==> config.mk <==
export PLATFORM = sky130hd
export DESIGN_NAME = length_prefixed_packet_deframer_top_flat
export DESIGN_NICKNAME = d
export VERILOG_FILES = /design/src/sv/lppd_pkg.sv /design/src/sv/lppd_if.sv /design/src/sv/lppd_parser.sv /design/src/sv/lppd_out_reg.sv /design/src/sv/length_prefixed_packet_deframer_top.sv /design/src/flat_wrapper.sv
export SDC_FILE = /design/constraint.sdc
export NUM_CORES = 1
export LEC_CHECK = 0
export BUFFER_PORTS_ARGS = -buffer_cell sky130_fd_sc_hd__buf_2
export CAP_MARGIN = 0
export CORE_UTILIZATION = 29
export DETAILED_ROUTE_END_ITERATION = 6
export PLACE_DENSITY_LB_ADDON = 0.05
export RECOVER_POWER = 100
export REMOVE_ABC_BUFFERS = 1
export SYNTH_ARGS = -nofsm -noshare
export SYNTH_HDL_FRONTEND = slang
export SYNTH_SLANG_ARGS = --single-unit
==> constraint.sdc <==
create_clock -name i_clk -period 5.9 [get_ports i_clk]
set_input_delay 0.885 -clock i_clk [delete_from_list [all_inputs] [get_ports i_clk]]
set_output_delay 0.885 -clock i_clk [all_outputs]
set_load 0.05 [all_outputs]
==> src/sv/lppd_pkg.sv <==
// shared types and constants for the length-prefixed packet deframer
`default_nettype none

package lppd_pkg;

    // header layout
    localparam int unsigned HDR_LEN   = 6;
    localparam int unsigned CNT_W     = 3;
    localparam logic [CNT_W-1:0] HDR_LAST = CNT_W'(HDR_LEN - 1);

    // smallest legal size field: the four command bytes
    localparam logic [15:0] MIN_SIZE  = 16'd4;
    localparam logic [15:0] MAX_RESET = 16'd10240;

    // result kinds
    localparam logic [1:0] KIND_PAYLOAD = 2'd0;
    localparam logic [1:0] KIND_EMPTY   = 2'd1;
    localparam logic [1:0] KIND_BAD     = 2'd2;

    typedef logic [7:0] t_byte;

    typedef struct packed {
        logic [1:0]  kind;
        logic [15:0] opcode;
        logic [7:0]  payload_byte;
        logic        first_byte;
        logic        last_byte;
        logic [15:0] bad_size;
        logic [31:0] bad_command;
    } t_result;

endpackage

`default_nettype wire

==> src/sv/lppd_if.sv <==
// channel interfaces: received bytes, results and the configuration write
`default_nettype none

interface lppd_byte_if;
    logic       valid;
    logic       ready;
    logic [7:0] rx_byte;

    modport source (output valid, output rx_byte, input ready);
    modport sink   (input valid, input rx_byte, output ready);
endinterface

interface lppd_res_if;
    logic        valid;
    logic        ready;
    logic [1:0]  kind;
    logic [15:0] opcode;
    logic [7:0]  payload_byte;
    logic        first_byte;
    logic        last_byte;
    logic [15:0] bad_size;
    logic [31:0] bad_command;

    modport source (
        output valid, output kind, output opcode, output payload_byte,
        output first_byte, output last_byte, output bad_size, output bad_command,
        input ready
    );
    modport sink (
        input valid, input kind, input opcode, input payload_byte,
        input first_byte, input last_byte, input bad_size, input bad_command,
        output ready
    );
endinterface

interface lppd_cfg_if;
    logic        valid;
    logic        ready;
    logic [15:0] max_packet_size;

    modport source (output valid, output max_packet_size, input ready);
    modport sink   (input valid, input max_packet_size, output ready);
endinterface

`default_nettype wire

==> src/sv/lppd_parser.sv <==
// header collection, size check, payload counting and result formation
`default_nettype none

module lppd_parser (
    input  wire logic            i_clk,
    input  wire logic            i_rst_n,
    input  wire logic            i_step,
    input  wire logic [7:0]      i_rx_byte,
    input  wire logic            i_cfg_we,
    input  wire logic [15:0]     i_cfg_data,
    output logic                 o_res_valid,
    output lppd_pkg::t_result    o_res
);
    import lppd_pkg::*;

    logic [15:0]      r_max_size;
    t_byte            r_hdr [HDR_LEN];
    t_byte            n_hdr [HDR_LEN];
    logic [CNT_W-1:0] r_count, n_count;
    logic             r_in_payload, n_in_payload;
    logic [15:0]      r_bytes_left, n_bytes_left;
    logic [15:0]      r_opcode, n_opcode;
    logic             r_at_first, n_at_first;
    logic             r_failed, n_failed;

    logic [15:0]      stored_size;
    logic [31:0]      stored_cmd;
    logic [15:0]      new_size;
    logic [31:0]      new_cmd;
    logic [15:0]      new_left;

    // header fields as stored and as completed by the current byte
    assign stored_size = {r_hdr[0], r_hdr[1]};
    assign stored_cmd  = {r_hdr[5], r_hdr[4], r_hdr[3], r_hdr[2]};
    assign new_size    = {r_hdr[0], r_hdr[1]};
    assign new_cmd     = {i_rx_byte, r_hdr[4], r_hdr[3], r_hdr[2]};
    assign new_left    = new_size - MIN_SIZE;

    // next state and result for one byte
    always_comb begin
        n_hdr        = r_hdr;
        n_count      = r_count;
        n_in_payload = r_in_payload;
        n_bytes_left = r_bytes_left;
        n_opcode     = r_opcode;
        n_at_first   = r_at_first;
        n_failed     = r_failed;
        o_res_valid  = 1'b0;
        o_res        = '0;

        if (r_failed) begin
            o_res_valid       = 1'b1;
            o_res.kind        = KIND_BAD;
            o_res.bad_size    = stored_size;
            o_res.bad_command = stored_cmd;
        end else if (r_in_payload) begin
            o_res_valid        = 1'b1;
            o_res.kind         = KIND_PAYLOAD;
            o_res.opcode       = r_opcode;
            o_res.payload_byte = i_rx_byte;
            o_res.first_byte   = r_at_first;
            o_res.last_byte    = (r_bytes_left == 16'd1);
            n_bytes_left       = r_bytes_left - 16'd1;
            n_at_first         = 1'b0;
            if (r_bytes_left == 16'd1) begin
                n_in_payload = 1'b0;
            end
        end else begin
            n_hdr[r_count] = i_rx_byte;
            if (r_count == HDR_LAST) begin
                if (new_size < MIN_SIZE || new_size > r_max_size) begin
                    n_failed          = 1'b1;
                    o_res_valid       = 1'b1;
                    o_res.kind        = KIND_BAD;
                    o_res.bad_size    = new_size;
                    o_res.bad_command = new_cmd;
                end else begin
                    n_count      = '0;
                    n_opcode     = new_cmd[15:0];
                    n_bytes_left = new_left;
                    if (new_left == 16'd0) begin
                        o_res_valid  = 1'b1;
                        o_res.kind   = KIND_EMPTY;
                        o_res.opcode = new_cmd[15:0];
                    end else begin
                        n_in_payload = 1'b1;
                        n_at_first   = 1'b1;
                    end
                end
            end else begin
                n_count = r_count + CNT_W'(1);
            end
        end
    end

    // control state
    always_ff @(posedge i_clk) begin
        if (!i_rst_n) begin
            r_max_size   <= MAX_RESET;
            r_count      <= '0;
            r_in_payload <= 1'b0;
            r_bytes_left <= '0;
            r_at_first   <= 1'b0;
            r_failed     <= 1'b0;
        end else begin
            if (i_cfg_we) begin
                r_max_size <= i_cfg_data;
            end
            if (i_step) begin
                r_count      <= n_count;
                r_in_payload <= n_in_payload;
                r_bytes_left <= n_bytes_left;
                r_at_first   <= n_at_first;
                r_failed     <= n_failed;
            end
        end
    end

    // header bytes and opcode
    always_ff @(posedge i_clk) begin
        if (i_step) begin
            r_hdr    <= n_hdr;
            r_opcode <= n_opcode;
        end
    end

endmodule

`default_nettype wire

==> src/sv/lppd_out_reg.sv <==
// output register that holds one result until the sink takes it
`default_nettype none

module lppd_out_reg (
    input  wire logic            i_clk,
    input  wire logic            i_rst_n,
    input  wire logic            i_in_valid,
    input  wire logic            i_res_valid,
    input  wire lppd_pkg::t_result i_res,
    output logic                 o_in_ready,
    lppd_res_if.source           o_res
);
    import lppd_pkg::*;

    logic    r_valid;
    t_result r_res;
    logic    in_xfer;

    // a new byte may enter when the slot is empty or drains this cycle
    assign o_in_ready = !r_valid || o_res.ready;
    assign in_xfer    = i_in_valid && o_in_ready;

    // slot occupancy
    always_ff @(posedge i_clk) begin
        if (!i_rst_n) begin
            r_valid <= 1'b0;
        end else if (in_xfer) begin
            r_valid <= i_res_valid;
        end else if (o_res.ready) begin
            r_valid <= 1'b0;
        end
    end

    // result payload
    always_ff @(posedge i_clk) begin
        if (in_xfer && i_res_valid) begin
            r_res <= i_res;
        end
    end

    assign o_res.valid        = r_valid;
    assign o_res.kind         = r_res.kind;
    assign o_res.opcode       = r_res.opcode;
    assign o_res.payload_byte = r_res.payload_byte;
    assign o_res.first_byte   = r_res.first_byte;
    assign o_res.last_byte    = r_res.last_byte;
    assign o_res.bad_size     = r_res.bad_size;
    assign o_res.bad_command  = r_res.bad_command;

endmodule

`default_nettype wire

==> src/sv/length_prefixed_packet_deframer_top.sv <==
// Length-prefixed packet deframer. Takes one received byte per cycle on i_rx: a
// 6-byte header (big-endian size, little-endian command word) followed by size-4
// payload bytes, each passed out on o_res tagged with the opcode and first/last
// flags. A header of size 4 gives one empty-packet result; a size below 4 or above
// max_packet_size gives a malformed result and latches a sticky failure, after
// which every byte returns the malformed result again until reset. A byte's
// result, if any, appears in the output register in the cycle after the transfer.
// i_rx.ready is high whenever the output register is empty or is being taken, so
// the block sustains one byte per cycle while the sink keeps up. max_packet_size
// (reset 10240) is written through i_cfg, which is always ready.
`default_nettype none

module length_prefixed_packet_deframer_top (
    input  wire logic   i_clk,
    input  wire logic   i_rst_n,
    lppd_byte_if.sink   i_rx,
    lppd_cfg_if.sink    i_cfg,
    lppd_res_if.source  o_res
);
    import lppd_pkg::*;

    logic    in_ready;
    logic    rx_xfer;
    logic    res_valid;
    t_result res;

    assign i_rx.ready  = in_ready;
    assign i_cfg.ready = 1'b1;
    assign rx_xfer     = i_rx.valid && in_ready;

    // header and payload tracking
    lppd_parser u_parser (
        .i_clk       (i_clk),
        .i_rst_n     (i_rst_n),
        .i_step      (rx_xfer),
        .i_rx_byte   (i_rx.rx_byte),
        .i_cfg_we    (i_cfg.valid),
        .i_cfg_data  (i_cfg.max_packet_size),
        .o_res_valid (res_valid),
        .o_res       (res)
    );

    // result register toward the sink
    lppd_out_reg u_out_reg (
        .i_clk       (i_clk),
        .i_rst_n     (i_rst_n),
        .i_in_valid  (i_rx.valid),
        .i_res_valid (res_valid),
        .i_res       (res),
        .o_in_ready  (in_ready),
        .o_res       (o_res)
    );

endmodule

`default_nettype wire
==> src/flat_wrapper.sv <==
// flat-port wrapper written by rule: the top's interface ports become plain ports
module length_prefixed_packet_deframer_top_flat import lppd_pkg::*;
  (i_clk, i_rst_n, i_rx_valid, i_rx_rx_byte, i_rx_ready, i_cfg_valid, i_cfg_max_packet_size, i_cfg_ready, o_res_valid, o_res_kind, o_res_opcode, o_res_payload_byte, o_res_first_byte, o_res_last_byte, o_res_bad_size, o_res_bad_command, o_res_ready);
  lppd_byte_if i_rx_i ();
  lppd_cfg_if i_cfg_i ();
  lppd_res_if o_res_i ();
  input  wire logic i_clk;
  input  wire logic i_rst_n;
  input wire logic [$bits(i_rx_i.valid)-1:0] i_rx_valid;
  input wire logic [$bits(i_rx_i.rx_byte)-1:0] i_rx_rx_byte;
  output wire logic [$bits(i_rx_i.ready)-1:0] i_rx_ready;
  input wire logic [$bits(i_cfg_i.valid)-1:0] i_cfg_valid;
  input wire logic [$bits(i_cfg_i.max_packet_size)-1:0] i_cfg_max_packet_size;
  output wire logic [$bits(i_cfg_i.ready)-1:0] i_cfg_ready;
  output wire logic [$bits(o_res_i.valid)-1:0] o_res_valid;
  output wire logic [$bits(o_res_i.kind)-1:0] o_res_kind;
  output wire logic [$bits(o_res_i.opcode)-1:0] o_res_opcode;
  output wire logic [$bits(o_res_i.payload_byte)-1:0] o_res_payload_byte;
  output wire logic [$bits(o_res_i.first_byte)-1:0] o_res_first_byte;
  output wire logic [$bits(o_res_i.last_byte)-1:0] o_res_last_byte;
  output wire logic [$bits(o_res_i.bad_size)-1:0] o_res_bad_size;
  output wire logic [$bits(o_res_i.bad_command)-1:0] o_res_bad_command;
  input wire logic [$bits(o_res_i.ready)-1:0] o_res_ready;
  assign i_rx_i.valid = i_rx_valid;
  assign i_rx_i.rx_byte = i_rx_rx_byte;
  assign i_rx_ready = i_rx_i.ready;
  assign i_cfg_i.valid = i_cfg_valid;
  assign i_cfg_i.max_packet_size = i_cfg_max_packet_size;
  assign i_cfg_ready = i_cfg_i.ready;
  assign o_res_valid = o_res_i.valid;
  assign o_res_kind = o_res_i.kind;
  assign o_res_opcode = o_res_i.opcode;
  assign o_res_payload_byte = o_res_i.payload_byte;
  assign o_res_first_byte = o_res_i.first_byte;
  assign o_res_last_byte = o_res_i.last_byte;
  assign o_res_bad_size = o_res_i.bad_size;
  assign o_res_bad_command = o_res_i.bad_command;
  assign o_res_i.ready = o_res_ready;
  length_prefixed_packet_deframer_top u_core (.i_clk(i_clk), .i_rst_n(i_rst_n), .i_rx(i_rx_i), .i_cfg(i_cfg_i), .o_res(o_res_i));
endmodule
==> summary.md <==
| Metric | Value |
|---|---|
| Peak VDD IR | `0.1385 mV` |
| Crit path from | `u_core.u_parser.new_size[15]$_DFFE_PP_` |
| Die area | `26860 sq um` |
| First DRT Iteration DRCs | `226` |
| Worst r2r dst | `u_core.u_out_reg.o_res.bad_command[16]$_DFFE_PP_` |
| P_int | `2018 uW` |
| Type of the worst min-delay path | `flop to flop` |
| Grt total ovfl | `0` |
| Io pins | `108` |
| Critical path class | `flop to flop` |
| Synth Cell Area | `7601 sq um` |
| Clock power share | `43.6%` |
| Relative slew slack | `-46.60%` |
| Cells resized by post-CTS repair | `0` |
| Leakage | `0.003045 uW` |
| Setup-failing EPs final | `0` |
| Warnings from Yosys | `0` |
| # diodes | `0` |
| Commonest cells after routing, fill and taps aside | `140 x edfxtp_1, 91 x clkbuf_1` |
| Via density | `4.723` |
| Core footprint | `25470 sq um` |
| Gate Count Post-Synth | `585` |
| Placed Instances | `999` |
| Most common cell after layout, fill and taps aside | `edfxtp_1` |
| Combinational power share | `4.2%` |
| Reg-to-reg slack, setup | `1.42 ns` |
| TritonCTS clock tree | `done` |
| Async S/R FF share, synth | `0%` |
| CP Launch Type | `flop` |
| Num CTS Buffers | `17` |
| Root Buffer | `clkbuf_16` |
| Power Density | `297.9 nW/um^2` |
| Remaining DRCs | `0` |
| Minimum clock period | `4.483 ns` |
| EDFF count, synth | `140` |
| Post-DP HPWL | `12870 um` |
| Post-synth cell types | `65` |
| Rows | `58` |
| Routability cong. | `0.8329` |
| Seq cells post-synth | `179` |
| WL final | `18960 um` |
| Sequential cell area fraction in the yosys report | `65.58%` |
| Vias | `4869` |
| Setup Buffers After CTS | `0` |
| First-pass GRT wire length | `28210 um` |
| Final Skew | `0.009625 ns` |
| Total Nets Final | `737` |
| Share of post-route cells with drive strength above 1 | `9.843%` |
| Total track usage | `14.37%` |
| Port Buffers | `106` |
| Setup crit end | `u_core.u_out_reg.o_res.bad_command[16]$_DFFE_PP_` |
| Clk pin slew, worst setup/hold paths | `0.07 ns` |
| Fmax | `223.1 MHz` |
| Clock Tree Buf Depth | `2` |
| Starting Density | `29.84%` |
| Failing checks | `max-capacitance violations, max-slew violations` |
| Synth Flop Type | `edfxtp_1` |
| Clk sinks | `179` |
| Final std cells w/o fill | `1031` |
| Reg-to-Reg Start | `u_core.u_parser.new_size[15]$_DFFE_PP_` |
| Die Ht | `163.9 um` |
| Final Hold Fails | `0` |
| DP Area | `8501 sq um` |
| WP data required | `6.06 ns` |
| Max Transition Viols Final | `157` |
| Die X-Extent | `163.9 um` |
| Setup ws final | `1.417 ns` |
| Vias in the first global route | `4780` |
| Net Switching | `639.9 uW` |
| Unrepaired setup endpoints after global routing | `false` |
| Hold-fix buffers at CTS | `0` |
| Critical path capture point type | `flop` |
| Sequential Power Share | `52.2%` |
| Largest net degree at the start of global routing | `73` |
| Slew at the pin closest to its max-slew limit | `2.182 ns` |
| Max Cap Viol | `8` |
| DR WL/cell | `18.39 um` |
| TritonRoute pass-1 iters | `4` |
| Clk_lat worst skew | `0.43 ns` |
| H-tree depth | `4` |
| Avg Synthesized Cell Area | `12.99 sq um` |
| Fraction of power spent switching nets | `24.08%` |
| Synthesis-to-finish area growth | `17.37%` |
| Initial antenna violation count | `2` |
| Fin crit share | `75.98%` |
| Worst slack at placement | `1.944 ns` |
| Outcome | `finished with violations` |
| Remaining antenna violation count | `0` |
| Final Cell Area | `8921 sq um` |
| FF-to-FF path depth | `9` |
| Worst path arrival time | `4.65 ns` |
| Crit Path Max Fanout | `33` |
[critical path, stage by stage, from the launching register on]
cell and delay [ns]:
edfxtp_1 0.51, ha_1 0.37, nand4_1 0.18, nor4_1 0.45
nand4_1 0.16, o31a_1 0.18, or2_0 0.33, a31oi_2 1.51
clkbuf_1 0.42, nor2b_1 0.11
[cell families after synthesis]
kind of cell	Yosys count	synth area share (%)
muxes	16	2.107
xor gates and xnor gates	9	1.037
DFF	179	65.58
adders and majority gates	20	3.292
and+or+nand+nor	189	14.09
buffers and inverters	55	3.144
other	1	0.04934
AOI/OAI and AO/OA	116	10.70
[layer usage]
layer / part of all wire [%] / vias up / wire [um] / global-route usage, %
met1: 51 / 2373 / 9640 / 20.44
met3: 3.6 / 16 / 691 / 2.753
met5: 0 / - / 0 / 0
li1: - / 2380 / - / -
met2: 44 / 100 / 8419 / 22.19
met4: 1.1 / 0 / 207 / 4.040
[state kept, by name, summed over array words and instances, names as in the netlist]
signal and count:
u_core.u_out_reg.o_res.bad_command 32, u_core.u_parser.new_cmd 24, u_core.u_out_reg.o_res.bad_size 16, u_core.u_out_reg.o_res.opcode 16, u_core.u_parser.new_size 16, u_core.u_parser.r_bytes_left 16
u_core.u_parser.r_max_size 16, u_core.u_parser.r_opcode 16, u_core.u_out_reg.o_res.payload_byte 8, u_core.u_parser.r_hdr 8, u_core.u_parser.r_count 3, u_core.u_out_reg.o_res.kind 2
u_core.u_out_reg.o_res.first_byte 1, u_core.u_out_reg.o_res.last_byte 1, u_core.u_out_reg.o_res.valid 1, u_core.u_parser.r_at_first 1, u_core.u_parser.r_failed 1, u_core.u_parser.r_in_payload 1
[how the worst min path moves through the flow]
stage	to	cells past startpoint	startpoint
finish	u_core.u_parser.r_bytes_left[12]$_SDFFE_PN0P_	2	u_core.u_parser.r_bytes_left[12]$_SDFFE_PN0P_
floorplan	u_core.u_parser.r_bytes_left[12]$_SDFFE_PN0P_	2	u_core.u_parser.r_bytes_left[12]$_SDFFE_PN0P_
global route	u_core.u_parser.r_bytes_left[12]$_SDFFE_PN0P_	2	u_core.u_parser.r_bytes_left[12]$_SDFFE_PN0P_
global placement	u_core.u_parser.r_bytes_left[9]$_SDFFE_PN0P_	2	u_core.u_parser.r_bytes_left[9]$_SDFFE_PN0P_
CTS	u_core.u_parser.r_bytes_left[12]$_SDFFE_PN0P_	2	u_core.u_parser.r_bytes_left[12]$_SDFFE_PN0P_
detailed placement	u_core.u_parser.r_opcode[6]$_DFFE_PP_	0	u_core.u_parser.new_cmd[6]$_DFFE_PP_
[area by class of cell]
class	instances	area [sq um]
Clock inverter	15	182.7
Fill cell	2560	16550
Inverter	27	101.3
Tap cell	330	412.9
Timing Repair Buffer	112	451.7
Clock buffer	17	425.4
Multi-Input combinational cell	351	2362
Sequential cell	179	4985
[synth_stat cells (3+ instances only)]
| master | count | area share [%] |
|---|---|---|
| a22o_1 | 24 | 2.8 |
| nor4b_1 | 6 | 0.69 |
| o31ai_1 | 5 | 0.49 |
| nand3_1 | 8 | 0.53 |
| a31o_2 | 7 | 0.81 |
| buf_2 | 4 | 0.26 |
| nand4_1 | 6 | 0.49 |
| xor2_1 | 5 | 0.58 |
| o21a_1 | 4 | 0.40 |
| clkbuf_1 | 17 | 0.84 |
| nor3_1 | 12 | 0.79 |
| nand2_1 | 39 | 1.9 |
| o211ai_1 | 4 | 0.40 |
| nor2b_1 | 39 | 3.2 |
| a21oi_1 | 22 | 1.4 |
| nor2_1 | 39 | 1.9 |
| xnor2_1 | 4 | 0.46 |
| o21ai_0 | 23 | 1.5 |
| nor4_1 | 5 | 0.41 |
| edfxtp_1 | 140 | 55 |
| inv_1 | 26 | 1.3 |
| mux2i_1 | 16 | 2.1 |
| buf_6 | 3 | 0.44 |
| a21boi_0 | 4 | 0.40 |
| dfxtp_1 | 39 | 10 |
| ha_1 | 20 | 3.3 |
| nand3b_1 | 3 | 0.30 |
| and2_1 | 12 | 0.99 |
| a31oi_1 | 5 | 0.41 |
[stage by stage]
step / hold WS [ns] / setup TNS, ns / util (%) / total power [uW]
5_1_grt: 0.4875 / 0 / 35.02 / 2759
3_5_place_dp: 0.4640 / 0 / 33.37 / 1532
2_1_floorplan: 0.4312 / -35.32 / - / 1473
4_1_cts: 0.4724 / 0 / 35.76 / 2700
3_3_place_gp: 0.4525 / 0 / 33.37 / 1531
6_report: 0.4752 / 0 / 35.02 / 2658
[power groups by stage]
| stage | Clock (uW) | Sequential [uW] | Combinational [uW] |
|---|---|---|---|
| global route | 1250 | 1390 | 123 |
| floorplan | 0 | 1410 | 62.2 |
| detailed placement | 0 | 1420 | 116 |
| global placement | 0 | 1410 | 116 |
| finish | 1160 | 1390 | 110 |
| CTS | 1200 | 1390 | 117 |
Power figures use the tool's default switching activity.
